<file path="src/design/ppst_pkg.sv">
// Shared types and constants for the polygon point and segment test block.
// No dependencies; imported by every module of the block.
package ppst_pkg;

	// Defaults for the top-level parameters
	localparam int MAX_VERTICES_DEF = 64;
	localparam int COORD_BITS_DEF   = 12;

	// Fixed field widths
	localparam int OP_BITS     = 2;
	localparam int INDEX_BITS  = 6;
	localparam int COUNT_BITS  = 7;

	// Smallest vertex count that forms a polygon
	localparam int MIN_VERTICES = 3;

	// Transaction opcodes
	typedef enum logic [OP_BITS-1:0] {
		OP_LOAD    = 2'd0,
		OP_POINT   = 2'd1,
		OP_SEGMENT = 2'd2
	} op_t;

	// Controller states
	typedef enum logic [1:0] {
		ST_IDLE,
		ST_WALK,
		ST_DRAIN,
		ST_RESULT
	} state_t;

	// Control that travels alongside one edge through the edge pipeline
	typedef struct packed {
		logic vld;       // real edge of the polygon
		logic is_point;  // point test (else segment test)
		logic last;      // final step of the ring rotation
	} edge_ctl_t;

endpackage

</file>
<file path="src/design/ppst_edge.sv">
// Three-stage edge test: differences, products, cross-product signs.
// Depends on ppst_pkg (edge_ctl_t).
module ppst_edge
	import ppst_pkg::*;
#(
	parameter int COORD_BITS = COORD_BITS_DEF
) (
	input  logic                  clk,
	input  logic                  arst_n,
	input  edge_ctl_t             in_ctl,
	input  logic [COORD_BITS-1:0] e0_x,
	input  logic [COORD_BITS-1:0] e0_y,
	input  logic [COORD_BITS-1:0] e1_x,
	input  logic [COORD_BITS-1:0] e1_y,
	input  logic [COORD_BITS-1:0] a_x,
	input  logic [COORD_BITS-1:0] a_y,
	input  logic [COORD_BITS-1:0] b_x,
	input  logic [COORD_BITS-1:0] b_y,
	output edge_ctl_t             out_ctl,
	output logic                  flag
);

	localparam int DW = COORD_BITS + 1;   // coordinate difference
	localparam int PW = 2 * DW;           // product
	localparam int TW = PW + 1;           // cross value

	function automatic logic signed [DW-1:0] sdiff(input logic [COORD_BITS-1:0] p,
		input logic [COORD_BITS-1:0] q);
		logic signed [DW-1:0] r;
		r = $signed({1'b0, p}) - $signed({1'b0, q});
		return r;
	endfunction

	// Each lane forms t = u*v - w*z
	logic signed [DW-1:0] u_d [4];
	logic signed [DW-1:0] v_d [4];
	logic signed [DW-1:0] w_d [4];
	logic signed [DW-1:0] z_d [4];
	logic                 straddle_d;
	logic                 dy_pos_d;

	logic signed [DW-1:0] u_s1 [4];
	logic signed [DW-1:0] v_s1 [4];
	logic signed [DW-1:0] w_s1 [4];
	logic signed [DW-1:0] z_s1 [4];
	logic                 straddle_s1;
	logic                 dy_pos_s1;
	edge_ctl_t            ctl_s1;

	logic signed [PW-1:0] puv_s2 [4];
	logic signed [PW-1:0] pwz_s2 [4];
	logic                 straddle_s2;
	logic                 dy_pos_s2;
	edge_ctl_t            ctl_s2;

	logic signed [TW-1:0] t_d [4];
	logic                 pos_d [4];
	logic                 neg_d [4];
	logic                 flag_d;

	logic                 flag_s3;
	edge_ctl_t            ctl_s3;

	// Operand selection: point test uses lane 0 only
	always_comb begin
		straddle_d = (e0_y > a_y) != (e1_y > a_y);
		dy_pos_d   = e1_y > e0_y;
		if (in_ctl.is_point) begin
			u_d[0] = sdiff(e1_x, e0_x);
			v_d[0] = sdiff(a_y, e0_y);
			w_d[0] = sdiff(a_x, e0_x);
			z_d[0] = sdiff(e1_y, e0_y);
		end else begin
			u_d[0] = sdiff(a_x, e0_x);
			v_d[0] = sdiff(b_y, e0_y);
			w_d[0] = sdiff(a_y, e0_y);
			z_d[0] = sdiff(b_x, e0_x);
		end
		// side of the edge end against the query segment
		u_d[1] = sdiff(a_x, e1_x);
		v_d[1] = sdiff(b_y, e1_y);
		w_d[1] = sdiff(a_y, e1_y);
		z_d[1] = sdiff(b_x, e1_x);
		// sides of the segment ends against the edge
		u_d[2] = sdiff(e0_x, a_x);
		v_d[2] = sdiff(e1_y, a_y);
		w_d[2] = sdiff(e0_y, a_y);
		z_d[2] = sdiff(e1_x, a_x);
		u_d[3] = sdiff(e0_x, b_x);
		v_d[3] = sdiff(e1_y, b_y);
		w_d[3] = sdiff(e0_y, b_y);
		z_d[3] = sdiff(e1_x, b_x);
	end

	// Stage 1: differences
	always_ff @(posedge clk) begin
		u_s1        <= u_d;
		v_s1        <= v_d;
		w_s1        <= w_d;
		z_s1        <= z_d;
		straddle_s1 <= straddle_d;
		dy_pos_s1   <= dy_pos_d;
	end

	// Stage 2: products
	always_ff @(posedge clk) begin
		for (int k = 0; k < 4; k++) begin
			puv_s2[k] <= PW'(u_s1[k]) * PW'(v_s1[k]);
			pwz_s2[k] <= PW'(w_s1[k]) * PW'(z_s1[k]);
		end
		straddle_s2 <= straddle_s1;
		dy_pos_s2   <= dy_pos_s1;
	end

	// Stage 3: cross values, signs and the per-edge decision
	always_comb begin
		for (int k = 0; k < 4; k++) begin
			t_d[k]   = $signed({puv_s2[k][PW-1], puv_s2[k]})
				- $signed({pwz_s2[k][PW-1], pwz_s2[k]});
			neg_d[k] = t_d[k][TW-1];
			pos_d[k] = !t_d[k][TW-1] && (|t_d[k]);
		end
		if (ctl_s2.is_point) begin
			// edge straddles y and passes strictly right of the point
			flag_d = straddle_s2 && (dy_pos_s2 ? pos_d[0] : neg_d[0]);
		end else begin
			// strictly opposite sides, both ways
			flag_d = ((pos_d[0] && neg_d[1]) || (neg_d[0] && pos_d[1]))
				&& ((pos_d[2] && neg_d[3]) || (neg_d[2] && pos_d[3]));
		end
	end

	// Control travels with the data
	always_ff @(posedge clk or negedge arst_n) begin
		if (!arst_n) begin
			ctl_s1  <= '0;
			ctl_s2  <= '0;
			ctl_s3  <= '0;
			flag_s3 <= 1'b0;
		end else begin
			ctl_s1  <= in_ctl;
			ctl_s2  <= ctl_s1;
			ctl_s3  <= ctl_s2;
			flag_s3 <= ctl_s2.vld && flag_d;
		end
	end

	assign out_ctl = ctl_s3;
	assign flag    = flag_s3;

	// Checks
	a_last_delay: assert property (@(posedge clk) disable iff (!arst_n)
		out_ctl.last |-> $past(in_ctl.last, 3))
		else $error("edge pipeline: last marker out of step");

	a_vld_delay: assert property (@(posedge clk) disable iff (!arst_n)
		out_ctl.vld |-> $past(in_ctl.vld, 3))
		else $error("edge pipeline: edge valid out of step");

	a_point_straddle: assert property (@(posedge clk) disable iff (!arst_n)
		(flag_s3 && ctl_s3.is_point) |-> $past(straddle_s2))
		else $error("edge pipeline: point toggle without straddle");

endmodule

</file>
<file path="config.mk">
export PLATFORM = sky130hd
export DESIGN_NAME = ppst_edge
export DESIGN_NICKNAME = d
export VERILOG_FILES = /design/src/design/ppst_pkg.sv /design/src/design/ppst_edge.sv
export SDC_FILE = /design/constraint.sdc
export NUM_CORES = 2
export LEC_CHECK = 0
export BUFFER_PORTS_ARGS = -buffer_cell sky130_fd_sc_hd__buf_2
export CAP_MARGIN = 20
export CORE_MARGIN = 10
export CORE_UTILIZATION = 25
export DETAILED_ROUTE_END_ITERATION = 16
export SYNTH_ARGS = -nofsm -noshare
export SYNTH_HDL_FRONTEND = slang
export SYNTH_SLANG_ARGS = --single-unit
</file>
<file path="constraint.sdc">
create_clock -name clk -period 6.2 [get_ports clk]
set_clock_uncertainty 0.15 [all_clocks]
set_input_delay 0.31 -clock clk [delete_from_list [all_inputs] [get_ports clk]]
set_output_delay 0.31 -clock clk [all_outputs]
set_load 0.03 [all_outputs]
</file>
# --- Word level (Yosys, flattened, before mapping) ---
# Memory sizes are Yosys's and may differ from the RTL's.
# Cells that the tools add are included.
word_totals:
  register_bits: 222
  mem_bits_rw: 208
  out_inout_bits: 4
  wordCells: 93
  mem_count: 2
classes:
  add_sub_neg: 22
  mul: 8
  magnitude_cmp: 3
  eq_ne: 1
  mux: 6
  reduce_logical: 21
mem_list:
  columns: ["memory", "depth", "word_bits", "read_ports", "rd_ports_with_merged_regs", "write_ports", "line", "source"]
  rows:
  - ["puv_s2", 4, 26, 4, 0, 4, "ppst_edge.sv:50", "logic signed [PW-1:0] puv_s2 [4];"]
  - ["pwz_s2", 4, 26, 4, 0, 4, "ppst_edge.sv:51", "logic signed [PW-1:0] pwz_s2 [4];"]
ops:
  columns: ["cell", "count"]
  rows:
  - ["$sub 12x12->13", 18]
  - ["$mul 13x13->26", 8]
  - ["$reduce_or 27->1", 4]
  - ["$sub 26x26->27", 4]
  - ["$mux 13", 4]
  - ["$gt 12x12->1", 3]
  - ["$logic_and 1x1->1", 11]
  - ["$logic_not 1->1", 4]
  - ["$logic_or 1x1->1", 2]
  - ["$mux 1", 2]
  - ["$ne 1x1->1", 1]

# --- Depth between registers and ports, before layout ---
logic_depth:
  depth_word: 8
  mapped_depth: 28
  mapped_depth_nobuf: 27

# --- Least setup slack after synthesis ---
# OpenSTA, ideal clock, no wires.
synth_path:
  path_kind: "flip-flop to flip-flop"
  start: "reg w_s1[4] in the netlist's numbering"
  end: "mem pwz_s2[3][25] in the netlist's numbering"
  setup_ps: 121
  t_arrival_ps: 6111
  required_time_ps: 5929
  slack_ps: -182
  path_stages_with_launch: 29
  cell_sequence: "dfxtp_1 -> clkbuf_1 -> and2_1 -> fa_1 -> inv_1 -> fa_1 -> inv_1 -> ha_1 -> ha_1 -> inv_1 -> fa_1 -> inv_1 -> ha_1 -> ha_1 -> inv_1 -> fa_1 -> nor2b_1 -> o21ai_0 -> a21boi_0 -> o21ai_0 -> a21boi_0 -> o21ai_0 -> a21boi_0 -> o31ai_1 -> a2111oi_0 -> nor3_1 -> o41ai_1 -> a21oi_1 -> xnor2_1"
synth_rtl:
  columns: ["element", "line", "source"]
  rows:
  - ["start: declaration", "ppst_edge.sv:44", "logic signed [DW-1:0] w_s1 [4];"]
  - ["start signal: assignment", "ppst_edge.sv:99", "w_s1 <= w_d;"]
  - ["end: declaration", "ppst_edge.sv:51", null]

==> impl_metrics.ini <==
[synthesis]
edff_count_synth = 0
top_area_cells_in_the_synthesized_netlist = sky130_fd_sc_hd__fa_1, sky130_fd_sc_hd__ha_1, sky130_fd_sc_hd__dfxtp_1
async_flop_share_pct = 2.35
synth_cells = 8229
yosysSeqAreaShare_pct = 11.6
cell_taking_the_most_area_after_synthesis = sky130_fd_sc_hd__fa_1
netlist-cell-type-count = 82
syn-mean-instance-area_um2 = 9.02
most_common_cell_in_the_synthesized_netlist = sky130_fd_sc_hd__inv_1
synth.top_cell.area_share_pct = 35.5
synth_seq_cells = 426
cell_area_after_technology_mapping_um2 = 74300
synth.yosys.warnings = 0
synthFlopType = sky130_fd_sc_hd__dfxtp_1
synth.top_cells.by_count = sky130_fd_sc_hd__inv_1, sky130_fd_sc_hd__fa_1, sky130_fd_sc_hd__ha_1
synth_nets = 10500

[global_route]
grt.overflow.total = 0
global_routing_usage_summed_across_all_routing_layers_pct = 13.0
largest_net_degree_at_the_start_of_global_routing = 56
vias_in_the_first_global_route = 57600
antenna_found_initial = 73
grt_pass1_wl_um = 329000

[route]
dr.first_iter.drc_count = 3119
detail_route.wirelength_um = 207000
antenna_violating_nets_post_route = 0
wire_per_inst_um = 16.5
vias_per_cell = 4.37
drt_drc_violations_left = 0
first_pass_iters = 5
num_vias = 54900

[finish]
syn_to_final_growth_pct = 15.2
post_route_cells_drive_above_1_share_pct = 10.2
layout.cell_area.non_filler_um2 = 85500
multi_input_area_um2 = 59300
filler_cell_count = 31600
fin_cells = 12600
final-seq-area_um2 = 8640
design.final.nets = 10800

[floorplanning]
chipWidth_um = 565
rows = 200
initial_utilization_pct = 25.1
fp.dieArea_um2 = 319000
io_pins = 105
y_dimension_of_the_die_um = 565
core_area_um2 = 296000

[placement]
placed_cell_area_um2 = 81700
finalWeightedCongestion = 0.903
buffer_ports.inserted = 104
post-place-ws_ps = -360
dpl.cell_count = 12400
detailed_place_hpwl_um = 181000

[timing]
post-route-period-util_pct = 98.9
achievable-frequency_mhz = 163
setup_repair_after_global_routing_missed_its_margin = yes
relSlewSlack_pct = 21.8
final-setup-viol-count = 0
final_max_slew_viol_count = 0
worst-slew-pin-transition_ps = 1160
hold_viol = 0
finalCriticalPeriod_ps = 6130
final_ws_setup_ps = 68.5

[critical_path]
critical_path.max_fanout = 4
required_ps = 6600
worst_ep_arrival_time_ps = 6540
timing.setup.critical_path_class = reg -> reg
timing.critical_path.slowest_stage_cell = sky130_fd_sc_hd__fa_1
critical-path-max-stage-delay_ps = 490
critical_path.endpoint_type = flop
critical_path.startpoint_type = flop

[worst_hold_path]
worst_hold_path_type = in -> reg

[clocking]
htree_num_levels = 2
total_cts_buffers = 56
cts_root_buf = sky130_fd_sc_hd__clkbuf_16
clock_sinks = 426
tritoncts = done
ctsLongestPathBuffers = 3
clock_latency_ps = 690
path_clk_slew_ps = 70

[status]
run_status = finished clean

[run]
max_cap_viol_count = 0
## stage by stage
step	hold WS, ps	TNS (ps)	utilization [%]
after floorplan	-136	0	-
after global placement	24.0	-1900	27.6
after detailed placement	26.6	-2560	27.6
after CTS	0.480	-29.3	28.5
after global routing	26.8	-767	28.9
final	48.6	0	28.9
## path summary, 6_finish.rpt
kind | startpoint | endpoint | slack [ps] | depth (start not counted)
setup / recovery | z_s1[1]$_DFF_P_ | pwz_s2[3][25]$_DFF_P_ | 70 | 29
hold / removal | b_y[9] | v_s1[9]$_DFF_P_ | 50 | 3
hold reg to reg | dy_pos_s1$_DFF_P_ | dy_pos_s2$_DFF_P_ | 180 | 0
max in group asynchronous | arst_n | flag$_DFF_PN0_ | 5130 | 3
setup reg to reg | z_s1[1]$_DFF_P_ | pwz_s2[3][25]$_DFF_P_ | 70 | 29
min in group asynchronous | arst_n | ctl_s1[0]$_DFF_PN0_ | 470 | 3
## sequential cells by signal (all words and copies together), names as in the netlist, 3 cells and up
name	cells
puv_s2	104
pwz_s2	104
w_s1	52
u_s1	51
z_s1	51
v_s1	50
ctl_s1	3
ctl_s2	3
out_ctl	3
## placed cells by master (no fill, tap or decap), types with 113 or more instances in the layout
cell type | Yosys | layout
sky130_fd_sc_hd__xor2_1 | 113 | 113
sky130_fd_sc_hd__and2_1 | 613 | 599
sky130_fd_sc_hd__xnor2_1 | 255 | 254
sky130_fd_sc_hd__fa_1 | 1318 | 1308
sky130_fd_sc_hd__nand2_1 | 842 | 842
sky130_fd_sc_hd__nor2_1 | 332 | 332
sky130_fd_sc_hd__ha_1 | 856 | 819
sky130_fd_sc_hd__inv_1 | 1712 | 1695
sky130_fd_sc_hd__buf_4 | 2 | 382
sky130_fd_sc_hd__a21o_1 | 178 | 178
sky130_fd_sc_hd__dfxtp_1 | 416 | 384
sky130_fd_sc_hd__o21ai_0 | 242 | 209
sky130_fd_sc_hd__a21oi_1 | 233 | 206
## routing by layer
layer / track usage (%) / part of all wire [%] / up-vias
met5: 0 / 0.097 / -
met4: 5.91 / 5.0 / 30
met3: 1.76 / 4.7 / 365
met2: 21.7 / 47 / 1154
met1: 16.7 / 43 / 27300
li1: - / - / 26100
## logic make-up (layout without fill, tap and decap cells)
logic type | Yosys count | count (layout) | synth area share, %
AND/OR/NAND/NOR | 2226 | 2226 | 14.8
adder cells (fa/ha/maj) | 2174 | 2174 | 50.0
buffers and inverters | 1989 | 2373 | 10.1
AO/OA/AOI/OAI | 1012 | 1012 | 8.83
flip-flops | 426 | 426 | 11.6
XOR/XNOR | 368 | 368 | 4.34
multiplexers | 34 | 34 | 0.485
other | 0 | 27 | 0
## layout make-up
| type | instances | area share, % |
|---|---|---|
| inverter | 1718 | 7.54 |
| sequential | 426 | 10.1 |
| tap | 3939 | 5.76 |
| clock buffer | 65 | 1.76 |
| timing repair buffer | 550 | 4.87 |
| clock inverter | 40 | 0.537 |
| multi-input combinational | 5814 | 69.3 |
| antenna | 27 | 0.0790 |
## what timing repair did
action | in CTS | in global routing
pin swaps | 34 | 138
gates resized for setup | 64 | 228
buffers inserted | 5 | 22
hold buffers | 44 | 0
setup endpoints to repair | 24 | 48
cloned | 0 | 0
endpoints found under the hold margin | 50 | 0
## worst max-delay path: cells and delay by family (launching register included)
family,cells,cell delay (ps)
compound gates,10,1820
buf+inv,7,460
simple gates,3,370
flops,1,340
fa+ha+maj,8,2690
xor+xnor,1,140
Power is left out: the tool's default activity adds up to more than one toggle a clock period on the data nets, which glitch-free logic cannot reach.
